`src/sv/tsfs_pkg.sv`:
```
// ---------------------------------------------------------------------------
// tsfs_pkg
// Shared types and constants of the touch sample filter and scaler.
// ---------------------------------------------------------------------------
`timescale 1ns / 1ps

package tsfs_pkg;

  localparam int unsigned RegW = 12;
  localparam int unsigned PosW = 12;
  localparam int unsigned CfgIdxW = 3;
  localparam int unsigned AdcBits = 12;
  // kept middle values per batch; a power of two so the mean is a shift
  localparam int unsigned KeepCount = 4;

  typedef enum logic [CfgIdxW-1:0] {
    REG_X_CAL_LOW     = 3'd0,
    REG_X_CAL_HIGH    = 3'd1,
    REG_Y_CAL_LOW     = 3'd2,
    REG_Y_CAL_HIGH    = 3'd3,
    REG_SCREEN_WIDTH  = 3'd4,
    REG_SCREEN_HEIGHT = 3'd5,
    REG_MIN_LEVEL     = 3'd6,
    REG_MAX_SPREAD    = 3'd7
  } reg_idx_e;

  typedef enum logic [1:0] {
    ST_VALID    = 2'd0,
    ST_PEN_UP   = 2'd1,
    ST_CAL_ZERO = 2'd2
  } status_e;

  typedef enum logic [2:0] {
    FSM_IDLE,
    FSM_SORT,
    FSM_SUM,
    FSM_CHECK,
    FSM_DIV,
    FSM_OUT
  } fsm_e;

  // Control from the sequencer to the cell row
  typedef struct packed {
    logic load;    // insert one sample into the row
    logic clear;   // empty the row
    logic shift;   // shift the row toward the output end
  } row_ctrl_t;

endpackage

```
`src/sv/tsfs_sort_cell.sv`:
```
// ---------------------------------------------------------------------------
// tsfs_sort_cell
// One cell of an insertion sorting row: on a load it takes its left
// neighbor's value, the new sample or holds; on a shift it takes its right
// neighbor's value.
// ---------------------------------------------------------------------------
`timescale 1ns / 1ps

module tsfs_sort_cell #(
  parameter int unsigned W = 12
) (
  input  logic                clk_i,
  input  logic                rst_ni,
  input  tsfs_pkg::row_ctrl_t ctrl_i,
  input  logic [W-1:0]        smp_i,
  input  logic                left_vld_i,
  input  logic [W-1:0]        left_val_i,
  input  logic                right_vld_i,
  input  logic [W-1:0]        right_val_i,
  output logic                vld_o,
  output logic [W-1:0]        val_o
);

  logic         vld_q, vld_d;
  logic [W-1:0] val_q, val_d;
  logic         cur_vld;

  assign cur_vld = vld_q && !ctrl_i.clear;

  always_comb begin
    vld_d = cur_vld;
    val_d = val_q;
    if (ctrl_i.load) begin
      if (left_vld_i && (smp_i < left_val_i)) begin
        vld_d = 1'b1;
        val_d = left_val_i;
      end else if (left_vld_i && (!cur_vld || smp_i < val_q)) begin
        vld_d = 1'b1;
        val_d = smp_i;
      end
    end
    if (ctrl_i.shift) begin
      vld_d = right_vld_i;
      val_d = right_val_i;
    end
  end

  always_ff @(posedge clk_i or negedge rst_ni) begin
    if (!rst_ni) vld_q <= 1'b0;
    else         vld_q <= vld_d;
  end

  always_ff @(posedge clk_i) begin
    val_q <= val_d;
  end

  assign vld_o = cur_vld;
  assign val_o = val_q;

endmodule

```
`src/sv/tsfs_divider.sv`:
```
// ---------------------------------------------------------------------------
// tsfs_divider
// Restoring unsigned divider, one quotient bit per cycle.
// ---------------------------------------------------------------------------
`timescale 1ns / 1ps

module tsfs_divider #(
  parameter int unsigned NW = 24,
  parameter int unsigned DW = 12
) (
  input  logic          clk_i,
  input  logic          rst_ni,
  input  logic          start_i,
  input  logic [NW-1:0] num_i,
  input  logic [DW-1:0] den_i,
  output logic          done_o,
  output logic [NW-1:0] quot_o
);

  localparam int unsigned CntW = $clog2(NW + 1);

  logic [NW-1:0]   quot_q, quot_d;
  logic [DW-1:0]   rem_q, rem_d;
  logic [DW-1:0]   den_q, den_d;
  logic [CntW-1:0] cnt_q, cnt_d;
  logic            busy_q, busy_d;
  logic            done_q, done_d;
  logic [DW:0]     trial;

  always_comb begin
    quot_d = quot_q;
    rem_d  = rem_q;
    den_d  = den_q;
    cnt_d  = cnt_q;
    busy_d = busy_q;
    done_d = 1'b0;
    trial  = {rem_q, quot_q[NW-1]};
    if (start_i) begin
      quot_d = num_i;
      rem_d  = '0;
      den_d  = den_i;
      cnt_d  = CntW'(NW);
      busy_d = 1'b1;
    end else if (busy_q) begin
      if (trial >= {1'b0, den_q}) begin
        rem_d  = DW'(trial - {1'b0, den_q});
        quot_d = {quot_q[NW-2:0], 1'b1};
      end else begin
        rem_d  = DW'(trial);
        quot_d = {quot_q[NW-2:0], 1'b0};
      end
      cnt_d = cnt_q - 1'b1;
      if (cnt_q == CntW'(1)) begin
        busy_d = 1'b0;
        done_d = 1'b1;
      end
    end
  end

  always_ff @(posedge clk_i or negedge rst_ni) begin
    if (!rst_ni) begin
      busy_q <= 1'b0;
      done_q <= 1'b0;
      cnt_q  <= '0;
    end else begin
      busy_q <= busy_d;
      done_q <= done_d;
      cnt_q  <= cnt_d;
    end
  end

  always_ff @(posedge clk_i) begin
    quot_q <= quot_d;
    rem_q  <= rem_d;
    den_q  <= den_d;
  end

  assign done_o = done_q;
  assign quot_o = quot_q;

endmodule

```
`src/sv/touch_sample_filter_and_scale.sv`:
```
// ---------------------------------------------------------------------------
// touch_sample_filter_and_scale
// Trimmed-mean filter and screen scaler for resistive touch samples.
// ---------------------------------------------------------------------------
// Input channel: sample_i, cmd_i (axis), pen_up_i; beat taken on in_valid_i
// and not in_stall_o. Output channel: position_o, axis_o, status_o with
// out_valid_o, held while out_stall_i is high.
// Each sample enters a row of BATCH_SIZE sorting cells as it arrives, one
// beat per cycle while the row fills and no result waits. The last sample
// closes the batch: the row then shifts its values out into an
// accumulator, the filtered value is checked, and a second accepted value
// starts a 24-bit restoring divider unless the calibration span is zero.
// Pen-up beats give a status result in the cycle after the beat. The input
// stalls while a batch is being reduced and while an undelivered result
// sits in the output register.
// Reset empties the row, drops any pending result and loads the registers
// with their defaults.
// Configuration writes go through cfg_we_i / cfg_idx_i / cfg_data_i.
// ---------------------------------------------------------------------------
`timescale 1ns / 1ps

module touch_sample_filter_and_scale #(
  parameter int unsigned BATCH_SIZE = 10
) (
  input  logic                          clk_i,
  input  logic                          rst_ni,
  input  logic                          cfg_we_i,
  input  logic [tsfs_pkg::CfgIdxW-1:0]  cfg_idx_i,
  input  logic [tsfs_pkg::RegW-1:0]     cfg_data_i,
  input  logic                          in_valid_i,
  output logic                          in_stall_o,
  input  logic [tsfs_pkg::AdcBits-1:0]  sample_i,
  input  logic                          cmd_i,
  input  logic                          pen_up_i,
  output logic                          out_valid_o,
  input  logic                          out_stall_i,
  output logic [tsfs_pkg::PosW-1:0]     position_o,
  output logic                          axis_o,
  output logic [1:0]                    status_o
);

  localparam int unsigned AdcW  = tsfs_pkg::AdcBits;
  localparam int unsigned Keep  = tsfs_pkg::KeepCount;
  localparam int unsigned CntW  = $clog2(BATCH_SIZE + 1);
  localparam int unsigned SumW  = AdcW + $clog2(Keep + 1);
  localparam int unsigned Skip  = (BATCH_SIZE - Keep) / 2;
  localparam int unsigned KeepW = $clog2(Keep);
  localparam int unsigned RW    = tsfs_pkg::RegW;
  localparam int unsigned NumW  = 2 * RW;

  // configuration
  logic [RW-1:0] cfg_q [8];

  always_ff @(posedge clk_i or negedge rst_ni) begin
    if (!rst_ni) begin
      cfg_q[tsfs_pkg::REG_X_CAL_LOW]     <= RW'(0);
      cfg_q[tsfs_pkg::REG_X_CAL_HIGH]    <= RW'(4095);
      cfg_q[tsfs_pkg::REG_Y_CAL_LOW]     <= RW'(0);
      cfg_q[tsfs_pkg::REG_Y_CAL_HIGH]    <= RW'(4095);
      cfg_q[tsfs_pkg::REG_SCREEN_WIDTH]  <= RW'(240);
      cfg_q[tsfs_pkg::REG_SCREEN_HEIGHT] <= RW'(320);
      cfg_q[tsfs_pkg::REG_MIN_LEVEL]     <= RW'(50);
      cfg_q[tsfs_pkg::REG_MAX_SPREAD]    <= RW'(50);
    end else if (cfg_we_i) begin
      cfg_q[cfg_idx_i] <= cfg_data_i;
    end
  end

  // state
  tsfs_pkg::fsm_e state_q, state_d;
  logic [CntW-1:0]     cnt_q, cnt_d;
  logic [CntW-1:0]     step_q, step_d;
  logic [SumW-1:0]     sum_q, sum_d;
  logic [AdcW-1:0]     first_q, first_d;
  logic                have_q, have_d;
  logic                axis_q, axis_d;
  logic                ovld_q, ovld_d;
  logic [RW-1:0]       pos_q, pos_d;
  logic                oaxis_q, oaxis_d;
  logic [1:0]          stat_q, stat_d;
  logic [RW-1:0]       size_q, size_d;
  logic [RW:0]         mdiff_q, mdiff_d;
  logic                neg_q, neg_d;

  tsfs_pkg::row_ctrl_t ctrl;
  logic                in_acc;
  logic                div_start;
  logic [NumW-1:0]     div_num;
  logic [RW-1:0]       div_den;
  logic                div_done;
  logic [NumW-1:0]     div_quot;

  assign in_stall_o = (state_q != tsfs_pkg::FSM_IDLE) || ovld_q;
  assign in_acc     = in_valid_i && !in_stall_o;

  // sorting row; entry 0 is the left end, the last entry the right end
  logic                c_vld [BATCH_SIZE+2];
  logic [AdcW-1:0]     c_val [BATCH_SIZE+2];

  logic load_sample;
  assign load_sample = in_acc && !pen_up_i;
  assign c_vld[0]            = 1'b1;
  assign c_val[0]            = '0;
  assign c_vld[BATCH_SIZE+1] = 1'b0;
  assign c_val[BATCH_SIZE+1] = '0;

  for (genvar g = 0; g < BATCH_SIZE; g++) begin : g_row
    tsfs_sort_cell #(.W(AdcW)) u_cell (
      .clk_i       (clk_i),
      .rst_ni      (rst_ni),
      .ctrl_i      (ctrl),
      .smp_i       (sample_i),
      .left_vld_i  (c_vld[g]),
      .left_val_i  (c_val[g]),
      .right_vld_i (c_vld[g+2]),
      .right_val_i (c_val[g+2]),
      .vld_o       (c_vld[g+1]),
      .val_o       (c_val[g+1])
    );
  end

  // axis-dependent calibration
  logic [RW-1:0] cal_lo, cal_hi, cal_size;
  always_comb begin
    if (axis_q) begin
      cal_lo   = cfg_q[tsfs_pkg::REG_Y_CAL_LOW];
      cal_hi   = cfg_q[tsfs_pkg::REG_Y_CAL_HIGH];
      cal_size = cfg_q[tsfs_pkg::REG_SCREEN_HEIGHT];
    end else begin
      cal_lo   = cfg_q[tsfs_pkg::REG_X_CAL_LOW];
      cal_hi   = cfg_q[tsfs_pkg::REG_X_CAL_HIGH];
      cal_size = cfg_q[tsfs_pkg::REG_SCREEN_WIDTH];
    end
  end

  logic [AdcW-1:0]     filt;
  logic [AdcW-1:0]     spread;
  logic [AdcW:0]       msum;
  logic [RW-1:0]       mean;
  logic [RW:0]         mdiff;
  logic [RW:0]         ddiff;
  logic                dneg;
  logic [RW-1:0]       dmag;

  assign filt   = AdcW'(sum_q >> KeepW);
  assign spread = (filt > first_q) ? filt - first_q : first_q - filt;
  assign msum   = {1'b0, filt} + {1'b0, first_q};
  assign mean   = RW'(msum >> 1);
  assign mdiff  = {1'b0, mean} - {1'b0, cal_lo};
  assign ddiff  = {1'b0, cal_hi} - {1'b0, cal_lo};
  assign dneg   = ddiff[RW];
  assign dmag   = dneg ? RW'(-ddiff) : ddiff[RW-1:0];

  // numerator magnitude: size * |mean - low|
  logic [RW-1:0] nmag;
  assign nmag    = mdiff_q[RW] ? RW'(-mdiff_q) : mdiff_q[RW-1:0];
  assign div_num = NumW'(size_q) * NumW'(nmag);
  assign div_den = dmag;

  tsfs_divider #(.NW(NumW), .DW(RW)) u_div (
    .clk_i   (clk_i),
    .rst_ni  (rst_ni),
    .start_i (div_start),
    .num_i   (div_num),
    .den_i   (div_den),
    .done_o  (div_done),
    .quot_o  (div_quot)
  );

  // next state
  always_comb begin
    state_d = state_q;
    case (state_q)
      tsfs_pkg::FSM_IDLE: begin
        if (load_sample && (cnt_d == CntW'(BATCH_SIZE))) state_d = tsfs_pkg::FSM_SORT;
      end
      tsfs_pkg::FSM_SORT:  state_d = tsfs_pkg::FSM_SUM;
      tsfs_pkg::FSM_SUM: begin
        if (step_q == CntW'(BATCH_SIZE - 1)) state_d = tsfs_pkg::FSM_CHECK;
      end
      tsfs_pkg::FSM_CHECK: begin
        if (filt < cfg_q[tsfs_pkg::REG_MIN_LEVEL] || !have_q ||
            spread > cfg_q[tsfs_pkg::REG_MAX_SPREAD] || ddiff == '0) begin
          state_d = tsfs_pkg::FSM_IDLE;
        end else begin
          state_d = tsfs_pkg::FSM_DIV;
        end
      end
      tsfs_pkg::FSM_DIV:   state_d = tsfs_pkg::FSM_OUT;
      tsfs_pkg::FSM_OUT: begin
        if (div_done) state_d = tsfs_pkg::FSM_IDLE;
      end
      default: state_d = tsfs_pkg::FSM_IDLE;
    endcase
  end

  // datapath and outputs
  logic axis_chg;
  assign axis_chg = (cmd_i != axis_q);

  always_comb begin
    ctrl      = '0;
    cnt_d     = cnt_q;
    step_d    = step_q;
    sum_d     = sum_q;
    first_d   = first_q;
    have_d    = have_q;
    axis_d    = axis_q;
    ovld_d    = ovld_q && out_stall_i;
    pos_d     = pos_q;
    oaxis_d   = oaxis_q;
    stat_d    = stat_q;
    size_d    = size_q;
    mdiff_d   = mdiff_q;
    neg_d     = neg_q;
    div_start = 1'b0;
    case (state_q)
      tsfs_pkg::FSM_IDLE: begin
        if (in_acc && pen_up_i) begin
          cnt_d      = '0;
          have_d     = 1'b0;
          ctrl.clear = 1'b1;
          ovld_d     = 1'b1;
          pos_d      = '0;
          oaxis_d    = cmd_i;
          stat_d     = tsfs_pkg::ST_PEN_UP;
        end else if (load_sample) begin
          if (axis_chg) begin
            have_d = 1'b0;
            axis_d = cmd_i;
          end
          cnt_d = CntW'(1) + ((axis_chg) ? '0 : cnt_q);
        end
      end
      tsfs_pkg::FSM_SORT: begin
        cnt_d  = '0;
        step_d = '0;
        sum_d  = '0;
      end
      tsfs_pkg::FSM_SUM: begin
        ctrl.shift = 1'b1;
        if (step_q >= CntW'(Skip) && step_q < CntW'(Skip + Keep)) begin
          sum_d = sum_q + SumW'(c_val[1]);
        end
        step_d = step_q + 1'b1;
      end
      tsfs_pkg::FSM_CHECK: begin
        ctrl.clear = 1'b1;
        if (filt < cfg_q[tsfs_pkg::REG_MIN_LEVEL]) begin
          have_d = 1'b0;
        end else if (!have_q) begin
          first_d = filt;
          have_d  = 1'b1;
        end else begin
          have_d = 1'b0;
          if (spread <= cfg_q[tsfs_pkg::REG_MAX_SPREAD]) begin
            oaxis_d = axis_q;
            if (ddiff == '0) begin
              ovld_d = 1'b1;
              pos_d  = '0;
              stat_d = tsfs_pkg::ST_CAL_ZERO;
            end else begin
              size_d  = cal_size;
              mdiff_d = mdiff;
              neg_d   = mdiff[RW] ^ dneg;
            end
          end
        end
      end
      tsfs_pkg::FSM_DIV: begin
        div_start = 1'b1;
      end
      tsfs_pkg::FSM_OUT: begin
        if (div_done) begin
          ovld_d = 1'b1;
          stat_d = tsfs_pkg::ST_VALID;
          if (size_q == '0 || (neg_q && div_quot != '0)) begin
            pos_d = '0;
          end else if (div_quot > NumW'(size_q - 1'b1)) begin
            pos_d = size_q - 1'b1;
          end else begin
            pos_d = RW'(div_quot);
          end
        end
      end
      default: ;
    endcase
    ctrl.load = load_sample;
    // cells see the clear of a pen-up, an axis change or a new batch too
    if (load_sample && axis_chg) ctrl.clear = 1'b1;
    if (load_sample && !axis_chg && cnt_q == '0) ctrl.clear = 1'b1;
  end

  always_ff @(posedge clk_i or negedge rst_ni) begin
    if (!rst_ni) begin
      state_q <= tsfs_pkg::FSM_IDLE;
      cnt_q   <= '0;
      step_q  <= '0;
      have_q  <= 1'b0;
      axis_q  <= 1'b0;
      ovld_q  <= 1'b0;
      first_q <= '0;
    end else begin
      state_q <= state_d;
      cnt_q   <= cnt_d;
      step_q  <= step_d;
      have_q  <= have_d;
      axis_q  <= axis_d;
      ovld_q  <= ovld_d;
      first_q <= first_d;
    end
  end

  always_ff @(posedge clk_i) begin
    sum_q   <= sum_d;
    pos_q   <= pos_d;
    oaxis_q <= oaxis_d;
    stat_q  <= stat_d;
    size_q  <= size_d;
    mdiff_q <= mdiff_d;
    neg_q   <= neg_d;
  end

  assign out_valid_o = ovld_q;
  assign position_o  = pos_q;
  assign axis_o      = oaxis_q;
  assign status_o    = stat_q;

endmodule

```
`config.mk`:
```
export PLATFORM = sky130hd
export DESIGN_NAME = touch_sample_filter_and_scale
export DESIGN_NICKNAME = d
export VERILOG_FILES = /design/src/sv/tsfs_pkg.sv /design/src/sv/tsfs_sort_cell.sv /design/src/sv/tsfs_divider.sv /design/src/sv/touch_sample_filter_and_scale.sv
export SDC_FILE = /design/constraint.sdc
export NUM_CORES = 1
export LEC_CHECK = 0
export BUFFER_PORTS_ARGS = -buffer_cell sky130_fd_sc_hd__clkbuf_2
export CAP_MARGIN = 20
export CELL_PAD_IN_SITES_DETAIL_PLACEMENT = 0
export CELL_PAD_IN_SITES_GLOBAL_PLACEMENT = 1
export CORE_MARGIN = 1
export CORE_UTILIZATION = 47
export CTS_BUF_LIST = sky130_fd_sc_hd__clkbuf_4
export DETAILED_ROUTE_END_ITERATION = 16
export PLACE_DENSITY_LB_ADDON = 0.15
export SYNTH_ARGS = -nofsm -noshare
export SYNTH_HDL_FRONTEND = slang
export SYNTH_SLANG_ARGS = --single-unit
```
`constraint.sdc`:
```
create_clock -name clk_i -period 6.4 [get_ports clk_i]
set_input_delay 0.64 -clock clk_i [delete_from_list [all_inputs] [get_ports clk_i]]
set_output_delay 0.64 -clock clk_i [all_outputs]
set_load 0.02 [all_outputs]
```
# After elaboration in Yosys (flattened, before gate mapping)

Cells that the tools add are included.

Register bits after elaboration: 363
Input bits: 34
Logic and storage cells: 369
Output and inout bits: 17

Reductions and logical operators: 108
Add/sub/neg operators: 14
$lt $le $gt $ge: 21
Bitwise gates (word level): 6
Multiply operators: 1
Muxes and demuxes: 151
Equal/unequal tests: 20

Operators by type and width:

| cell                 | count |
|---|---|
| $mux W12             | 54 |
| $lt A12 B12 Y1       | 11 |
| $bwmux W96           | 1 |
| $mux W1              | 67 |
| $mux W24             | 2 |
| $logic_and A1 B1 Y1  | 39 |
| $demux W12 S3        | 1 |
| $pmux W12 S3         | 1 |
| $sub A12 B12 Y12     | 3 |
| $reduce_bool A3 Y1   | 11 |
| $pmux W15 S2         | 1 |
| $sub A12 B12 Y13     | 2 |
| $gt A12 B12 Y1       | 2 |
| $gt A24 B24 Y1       | 1 |
| $mul A12 B12 Y24     | 1 |
| $neg A12 Y12         | 2 |
| $reduce_bool A24 Y1  | 1 |
| $reduce_and A2 Y1    | 11 |
| $pmux W3 S6          | 1 |
| $ne A2 B2 Y1 const B | 8 |
| $pmux W4 S2          | 2 |
| $add A15 B12 Y15     | 1 |
| $logic_not A1 Y1     | 15 |
| $logic_or A1 B1 Y1   | 15 |
| other kinds (41)     | 68 |

# Depth between registers and ports, before layout

Gate-level depths: netlist of the first run.

Depth in word-level cells: 18
Depth in mapped cells: 27
Gate-level depth less buffers: 26

# By module

A second synthesis of the first run with hierarchy kept.

Cell total of the unflattened synthesis: 3762
Area total of the unflattened synthesis: 34174.0 um2

Modules (own cells, without submodules):

| module                                | cells each | area an instance (um2) | sequential area each (um2) | instances |
|---|---|---|---|---|
| touch_sample_filter_and_scale         | 1729       | 16731.0                | 4749.6                     | 1 |
| tsfs_sort_cell at g_row[4].u_cell ... | 195        | 1540.2                 | 385.4                      | 6 |
| tsfs_sort_cell at g_row[0].u_cell ... | 155        | 1321.3                 | 385.4                      | 4 |
| tsfs_divider                          | 243        | 2916.5                 | 1496.4                     | 1 |

# Worst setup path after synthesis of the first run

No wires, ideal clock.

Path type: register to register
Start point: register mdiff_q[2]
End point: register u_div.quot_q[23], in the netlist u_div.quot_o[23] (data pin)
Setup time: 263 ps
Period minus slack after synthesis: 6565 ps
Path slack: -165 ps
Arrival time: 6302 ps
Buffers on the path: 1
Stages on the path, launching flop included: 24
Required time: 6137 ps
Cell sequence: edfxtp_1 > or3_1 > nand2b_1 > o31ai_1 > xnor2_1 > clkbuf_1 > nand2_1 > fa_1 > fa_1 > inv_1 > fa_1 > fa_1 > inv_1 > fa_1 > inv_1 > ha_1 > o21ai_0 > nor2_1 > o311ai_1 > a31oi_1 > or4_1 > a31oi_1 > xnor2_1 > o21ai_1

Cells in the longest elaborated chain, start to end: 4

RTL lines:

| item                       | line                                 | text |
|---|---|---|
| start, declared            | touch_sample_filter_and_scale.sv:82  | `logic [RW:0] mdiff_q, mdiff_d;` |
| start signal, assigned     | touch_sample_filter_and_scale.sv:320 | `mdiff_q <= mdiff_d;` |
| $neg A12 Y12               | touch_sample_filter_and_scale.sv:156 | `assign nmag = mdiff_q[RW] ? RW'(-mdiff_q) : mdiff_q[RW-1:0];` |
| $mux W12 (*)               | touch_sample_filter_and_scale.sv:156 |  |
| $mul A12 B12 Y24 (*)       | touch_sample_filter_and_scale.sv:157 | `assign div_num = NumW'(size_q) * NumW'(nmag);` |
| $mux W24 (*)               | tsfs_divider.sv:38                   | `if (start_i) begin` |
| named net u_div.quot_d[23] | tsfs_divider.sv:22                   | `logic [NW-1:0] quot_q, quot_d;` |
| end signal, assigned       | tsfs_divider.sv:73                   | `quot_q <= quot_d;` |
| end, declared              | tsfs_divider.sv:22                   |  |

The timed path passes the listed nets; every way through them passes the cells marked *.
A chain may end at the register's enable or synchronous reset.

# Worst setup path after layout of the first run

Start point: register mdiff_q[0]
End point: register u_div.quot_q[23], in the netlist u_div.quot_o[23] (data pin)

Same word-level chain as after synthesis.

==> results of run 1 <==
critical path, stage by stage (launching register included):
cell      delay (ns)
edfxtp_1        0.43
or3_4           0.36
buf_6           0.13
o31ai_4         0.21
xnor2_2         0.19
nand2_1         0.12
fa_1            0.59
fa_1            0.46
fa_1            0.50
inv_1           0.06
fa_1            0.53
inv_1           0.05
fa_1            0.53
inv_1           0.06
ha_4            0.25
a211oi_4        0.25
nor2_2          0.08
o311ai_4        0.33
a31oi_2         0.14
or4_1           0.41
a31oi_1         0.17
xnor2_1         0.14
o21ai_1         0.07
timing repair:
action,CTS,global route
setup endpoints to repair,9,10
hold buffers,2,0
setup buffers,10,7
resized for setup,28,45
endpoints found under the hold margin,39,0
pin swaps,25,34
synth_stat cells, drive strengths merged (16+ instances only):
| cell | n | share of area, % |
|---|---|---|
| nor2b | 24 | 0.55 |
| xor2 | 37 | 1.1 |
| mux2i | 121 | 4.2 |
| buf | 28 | 0.45 |
| mux2 | 124 | 4.8 |
| o31ai | 16 | 0.42 |
| nand2b | 34 | 0.74 |
| nor3 | 42 | 0.73 |
| dfrtp | 103 | 8.9 |
| dfstp | 36 | 3.3 |
| o21ai | 227 | 3.9 |
| edfxtp | 199 | 21 |
| or3 | 21 | 0.45 |
| inv | 349 | 4.5 |
| clkbuf | 104 | 1.4 |
| nor2 | 131 | 1.7 |
| a211oi | 50 | 1.3 |
| ha | 310 | 13 |
| nand3 | 48 | 0.83 |
| nand4 | 24 | 0.52 |
| a21o | 63 | 1.6 |
| fa | 107 | 7.4 |
| and2 | 52 | 1.1 |
| xnor2 | 74 | 2.2 |
| a21oi | 123 | 2.1 |
| nand2 | 325 | 4.2 |
| dfxtp | 24 | 1.7 |
final cells by class:
| class | count | area [um^2] | area share [%] |
|---|---|---|---|
| antenna | 5 | 12.5 | 0.0387 |
| clock inverter | 35 | 206 | 0.638 |
| multi-input combinational | 2153 | 17600 | 54.3 |
| tap | 782 | 978 | 3.02 |
| clock buffer | 157 | 1180 | 3.64 |
| sequential | 362 | 9980 | 30.8 |
| timing repair buffer | 161 | 1130 | 3.51 |
| inverter | 349 | 1310 | 4.05 |
per-stage QoR:
stage	total power, mW	setup WS, ns	util, %	cell area [um^2]
finish	19.0	0.0230	53.4	32400
global route	20.7	-0.262	53.4	32400
CTS	18.6	0.00499	52.9	32000
detailed placement	16.1	-0.226	50.1	30400
global placement	15.8	-0.130	50.1	30400
floorplan	12.7	0.00840	-	28900
path summary, 6_finish.rpt:
path                                                        from                                    end  slack [ns]
max                                         mdiff_q[0]$_DFFE_PP_             u_div.quot_o[23]$_DFFE_PP_        0.02
min                                                     pen_up_i                  out_valid_o$_DFF_PN0_        0.13
max reg2reg                                 mdiff_q[0]$_DFFE_PP_             u_div.quot_o[23]$_DFFE_PP_        0.02
min reg2reg                g_row[9].u_cell.val_o[2]$_SDFFE_PP0P_  g_row[9].u_cell.val_o[2]$_SDFFE_PP0P_        0.46
max in group asynchronous                                 rst_ni                     axis_q$_DFFE_PN0P_        4.52
min in group asynchronous                                 rst_ni             u_div.cnt_q[2]$_DFFE_PN0P_        0.32
metal layers:
layer | vias up | share of wire [%]
met5 | - | 0.022
met4 | 2 | 2.3
met3 | 113 | 5.0
met2 | 470 | 46
met1 | 10900 | 47
li1 | 10800 | -
power by group through the flow:
stage	Sequential [mW]	Clock, mW	Combinational, mW
final	4.71	2.26	12.0
after global routing	4.83	2.45	13.4
after CTS	4.72	2.34	11.6
after detailed placement	4.76	0	11.4
after global placement	4.73	0	11.1
after floorplan	4.38	0	8.36
sequential cells by signal, indices dropped and copies added (netlist names), 2 cells and up:
register / flops
cfg_q: 96
cnt_q: 4
first_q: 12
g_row.u_cell.val_o: 120
g_row.u_cell.vld_q: 10
mdiff_q: 13
position_o: 12
size_q: 12
state_q: 3
status_o: 2
step_q: 4
sum_q: 14
u_div.cnt_q: 5
u_div.den_q: 12
u_div.quot_o: 24
u_div.rem_q: 12
cell families after synthesis:
kind of cell | Yosys count | share of synthesized area (%)
adders and majority gates | 417 | 20.8
muxes | 245 | 9.03
DFF | 362 | 34.5
buffers and inverters | 481 | 6.34
xor gates and xnor gates | 111 | 3.37
AOI/OAI and AO/OA | 617 | 13.4
and+or+nand+nor | 763 | 12.5
placed cells by master, fill, tap and decap left out, types with 19 or more instances in the layout:
cell type  synthesis  final
dfrtp_1          103    102
a21oi_1          122    119
or3_1             21     19
xnor2_1           74     65
dfxtp_1           24     24
mux2_2           124    124
ha_1             310    303
clkbuf_4           0    157
dfstp_2           36     36
nand2_1          325    322
xor2_1            37     36
edfxtp_1         199    199
inv_1            347    344
a211oi_1          50     48
buf_4              2    103
o21ai_1           32     38
a21o_1            63     63
fa_1             107    105
clkbuf_2           0     49
nand2b_1          34     30
o21ai_0          195    185
nor3_1            42     40
clkinv_1           0     24
nor2b_1           23     22
nand4_1           24     24
mux2i_1          121    121
and2_1            52     51
nor2_1           130    128
nand3_1           48     45
==> flow_metrics.tcl, run 1 <==
set metrics [dict create \
    finalWorstPathRequiredPeriod_ns 6.38 \
    asyncSetResetFlopFracSynth_pct 38.4 \
    internal-power_mw 10.2 \
    numPortBuffers 50 \
    timing.final.hold_violations 0 \
    pwr-share-clk_pct 11.9 \
    vias 22300 \
    worst_setup_path_end_kind "register" \
    irDropWorstVdd_uv 326 \
    worst_hold_path.num_cells 3 \
    tritoncts_num_sinks 362 \
    gr-max-usage-layer "met2" \
    synthesis.nets 3447 \
    final_layout_size_suffix_gt1_share_pct 17.8 \
    skew_ns 0.0963 \
    synth_top_flop_cell "edfxtp_1" \
    drc 0 \
    vias_per_cell 5.57 \
    synth_edf_count 199 \
    power.density_cell_area_nw_per_um2 586 \
    globalRouteMet3Util_pct 4.45 \
    run_status "finished clean" \
    dieArea_um2 62500 \
    clk_latency_ns 0.92 \
    clk_path_buf_depth 3 \
    synthesis.area_um2 28900 \
    rsz0062_at_grt "true" \
    number_of_global_route_vias_before_repair 22800 \
    drt-wirelength-per-cell_um 19.2 \
    worstSetupStartpointType "register" \
    grt_first_pass_wirelength_um 124000 \
    initial_core_util_pct 47.7 \
    syn2layout_area_growth_pct 12.0 \
    timing.final.crit_share_pct 99.6 \
    place_hpwl_um 57500 \
    final_wl_um 76700 \
    placed_cells_incl_taps 3786 \
    met2_usage_pct 39.7 \
    clk_slew_on_worst_s_h_paths_ns 0.07 \
    final_antenna_net_count 0 \
    setup_viol 0 \
    die-height_um 250 \
    yosys_warnings 0 \
    detail_route.iter0.violations 1447 \
    design.portCount 51 \
    cp_data_required_time_ns 6.95 \
    ctsRootBufferMaster "clkbuf_4" \
    timing.reg2reg.worst_path_depth 22 \
    synthesis.area_per_instance_um2 9.64 \
    slew-limit-headroom_pct 31.0 \
    core_area_um2 60600 \
    crit_fanout 4 \
    grt_max_degree 106 \
    cts-buffers-inserted 103 \
    hold_class "in2reg" \
    worst_hold_slack_ns 0.135 \
    synthesis.instances 2996 \
    fin_tns_setup_ns 0 \
    nNetsFinal 3581 \
    htree_num_levels 3 \
    rows 90 \
    p_switching_mw 8.75 \
    globalRouteOverflowTotal 0 \
    switching_share_pct 46.1 \
    synth.lib_cells_used.distinct 79 \
    drt_first_pass_iters 5 \
    timing.fmax_mhz 157 \
    synth.ff_latch_count 362 \
    grt_antenna_before_repair 4 \
    timing.final.max_slew_violations 0 \
    gp_congestion 0.870 \
    fp.dieW_um 250 \
    final.fill_count 5568 \
    seq_area_frac_synth_pct 34.5 \
    p_leak_nw 14.8 \
    grt.total_usage_pct 24.9 \
    crit_type "reg2reg" \
    worst-endpoint-arrival_ns 6.93 \
    tightest_slew_ns 1.04 \
    cap_viol_max_count 0 \
    grt.met1_usage_pct 34.6 \
    post_route_non_filler_standard_cell_count 4004 \
    tritoncts "yes" \
    comb_power_share_pct 63.3 \
    pwr-share-seq_pct 24.8 \
]
Power figures use the tool's default switching activity.
==> run 2, diff against run 1 <==
Settings changed: ABC_AREA from default to 1, CORE_UTILIZATION 47 to 45, REMOVE_ABC_BUFFERS from default to 1.
==> run 2 against run 1 <==
  * Clock skew is 0.00070 ns higher
  * Wire length grew 8.8%
  * Via count up 12%
  * Critical path depth up 5
  * Critical endpoint unchanged
  * Combinational power is 11% lower
  * Flip-flop and latch count is the same
  * Sequential power is 12% lower
  * Synthesized cell count increased by 27%
  * Core utilization decreased by 3.4 points
  * Non-clock buffer count is 51 lower
  * Sequential share of layout area about the same
  * Final cell count rose by 21%
==> flow_metrics.tcl, run 2 <==
set metrics [dict create \
    post_route_non_filler_standard_cell_count 4847 \
    clk_path_buf_depth 3 \
    finalWorstPathRequiredPeriod_ns 6.07 \
    setup_viol 0 \
    design.portCount 51 \
    irDropWorstVdd_uv 294 \
    clk_slew_on_worst_s_h_paths_ns 0.07 \
    grt_first_pass_wirelength_um 135000 \
    tritoncts "yes" \
    slew-limit-headroom_pct 26.4 \
    synth.lib_cells_used.distinct 54 \
    place_hpwl_um 63500 \
    worst_setup_path_end_kind "register" \
    seq_area_frac_synth_pct 33.8 \
    yosys.area_share.simple_pct 22.1 \
    drt_first_pass_iters 5 \
    layout_common_cells "nand2_1, inv_1, o21ai_0" \
    cp_slowest_stage_delay_ns 0.58 \
    post_synth_fa_ha_maj_area_fraction_pct 20.4 \
    yosys.area_share.xor_xnor_pct 2.23 \
    gp_congestion 0.903 \
    synth-compound-area-share_pct 11.7 \
    synth_edf_count 199 \
    dieArea_um2 66600 \
    numPortBuffers 50 \
    die-height_um 258 \
    vias 24900 \
    synthMostInstantiatedCell "nand2_1" \
    cap_viol_max_count 0 \
    final_layout_size_suffix_gt1_share_pct 9.57 \
    grt.total_usage_pct 25.6 \
    rows 93 \
    htree_num_levels 3 \
    placed_cells_incl_taps 4628 \
    ctsRootBufferMaster "clkbuf_4" \
    synth_top_flop_cell "edfxtp_1" \
    grt_antenna_before_repair 3 \
    skew_ns 0.0970 \
    p_leak_nw 16.0 \
    number_of_global_route_vias_before_repair 24800 \
    timing.final.hold_violations 0 \
    worstSetupStartpointType "register" \
    max_ffs_per_register 120 \
    asyncSetResetFlopFracSynth_pct 38.4 \
    synth.top_cells.by_area "edfxtp_1, ha_1, nand2_1" \
    timing.final.max_slew_violations 0 \
    synthesis.instances 3794 \
    crit_fanout 7 \
    tightest_slew_ns 1.10 \
    detail_route.iter0.violations 1638 \
    drt-wirelength-per-cell_um 17.2 \
    cp_data_required_time_ns 6.95 \
    crit_type "reg2reg" \
    netlist.top_cell.by_area "edfxtp_1" \
    vias_per_cell 5.14 \
    yosys_warnings 0 \
    synth_top_family_by_area "simple AND/OR/NAND/NOR gates" \
    route.met3.wl_um 3750 \
    drc 0 \
    rsz0062_at_grt "true" \
    final_antenna_net_count 0 \
    synth.top_cell.area_share_pct 20.2 \
    final_wl_um 83500 \
    syn2layout_area_growth_pct 9.48 \
    synthMuxAreaShare_pct 0.407 \
    synthesis.area_per_instance_um2 7.78 \
    post-layout-total-power_mw 17.1 \
    power.density_cell_area_nw_per_um2 530 \
    synthesis.area_um2 29500 \
    worst-endpoint-arrival_ns 6.62 \
    fin_tns_setup_ns 0 \
    grt_max_degree 103 \
    most_common_cell_after_layout_fill_and_taps_aside "nand2_1" \
    cts-buffers-inserted 108 \
    netlist_top_cells_count "nand2_1, inv_1, ha_1, o21ai_0, nor2_1" \
    fp.dieW_um 258 \
    synth.ff_latch_count 362 \
    run_status "finished clean" \
    critical-path-slowest-cell "fa_1" \
    tritoncts_num_sinks 362 \
    core_area_um2 64600 \
    met2RoutedLength_um 39000 \
    layout.core_utilization_pct 50.0 \
    clk_latency_ns 0.91 \
    timing.final.crit_share_pct 94.9 \
    hold_class "in2reg" \
    library_cell_appearing_most_often_on_the_critical_path "inv_1" \
    final.fill_count 6568 \
    globalRouteOverflowTotal 0 \
    timing.fmax_mhz 165 \
    initial_core_util_pct 45.7 \
    met1Wirelength_um 39100 \
    nNetsFinal 4349 \
    maxUsedRoutingLayer "met5" \
]
-- run 2: cell types whose count changed after synthesis, sizes merged, moves of 49 or more --
| cell | change |
|---|---|
| nand2 | +699 |
| inv | +237 |
| nand3 | +166 |
| mux2 | -124 |
| nor2 | +111 |
| mux2i | -109 |
| o21ai | +108 |
| a21oi | +90 |
| a21o | -59 |
| xnor2 | -55 |
| and2 | -50 |
| a211oi | -49 |
-- run 2: report_power, final --
part,switching (mW),internal (mW),leakage [nW]
Combinational,6.99,3.72,11.4
Sequential,0.499,3.65,3.74
Clock,1.13,1.16,0.843
Total,8.62,8.53,16.0
-- run 2: critical path, delay by kind of cell (launching register included) --
family                   cells  cell delay [ns]
AND/OR/NAND/NOR             10             1.25
buffers and inverters        6             0.48
AO/OA/AOI/OAI                4             0.50
adder cells (fa/ha/maj)      7             3.18
flip-flops                   1             0.39
-- run 2: timing repair --
item | CTS | global route
endpoints found under the hold margin | 70 | 0
resized for setup | 0 | 12
hold buffers | 13 | 0
setup buffers | 0 | 1
endpoints found under the setup margin | 0 | 11
-- run 2: per-layer routing --
layer / vias up / global-route usage (%)
li1: 12600 / -
met3: 105 / 3.10
met5: - / 0
met2: 510 / 42.6
met1: 11700 / 35.0
met4: 2 / 7.05
-- run 2: cells by family (layout without fill, tap and decap cells) --
logic type | after synthesis | after routing
AO/OA/AOI/OAI | 642 | 642
XOR/XNOR | 75 | 75
adder cells (fa/ha/maj) | 417 | 417
buffers and inverters | 717 | 914
flip-flops | 362 | 362
multiplexers | 12 | 12
other | 0 | 1
AND/OR/NAND/NOR | 1569 | 1569
-- run 2: area by class of cell --
| class | instances | area (um^2) | share of cell area, % |
|---|---|---|---|
| clock buffers | 154 | 1160 | 3.58 |
| clock inverters | 49 | 248 | 0.766 |
| multi-input cells | 2715 | 16800 | 52.1 |
| diodes | 1 | 2.50 | 0.00774 |
| flip-flops and latches | 362 | 9980 | 30.9 |
| inverters | 601 | 2260 | 7.00 |
| repair buffers | 110 | 763 | 2.36 |
| well taps | 855 | 1070 | 3.31 |
-- run 2: worst paths after layout --
| path | from | to | depth (start not counted) | slack, ns |
|---|---|---|---|---|
| setup / recovery | mdiff_q[0]$_DFFE_PP_ | u_div.quot_o[23]$_DFFE_PP_ | 27 | 0.33 |
| hold / removal | cmd_i | axis_q$_DFFE_PN0P_ | 3 | 0.11 |
| setup reg to reg | mdiff_q[0]$_DFFE_PP_ | u_div.quot_o[23]$_DFFE_PP_ | 27 | 0.33 |
| hold reg to reg | u_div.rem_q[11]$_SDFFE_PP0P_ | u_div.rem_q[11]$_SDFFE_PP0P_ | 2 | 0.47 |
| max in group asynchronous | rst_ni | state_q[0]$_DFFE_PN0P_ | 3 | 4.72 |
| min in group asynchronous | rst_ni | cfg_q[3]$_DFFE_PN0P_ | 2 | 0.44 |
-- run 2: through the flow --
stage,instance area (um^2),setup slack [ns],hold slack (ns)
6_report,32300,0.330,0.115
5_1_grt,32300,-0.0203,0.0604
4_1_cts,32200,0.160,0.0103
3_5_place_dp,30700,0.135,0.463
3_3_place_gp,30700,0.165,0.457
2_1_floorplan,29000,0.355,0.344
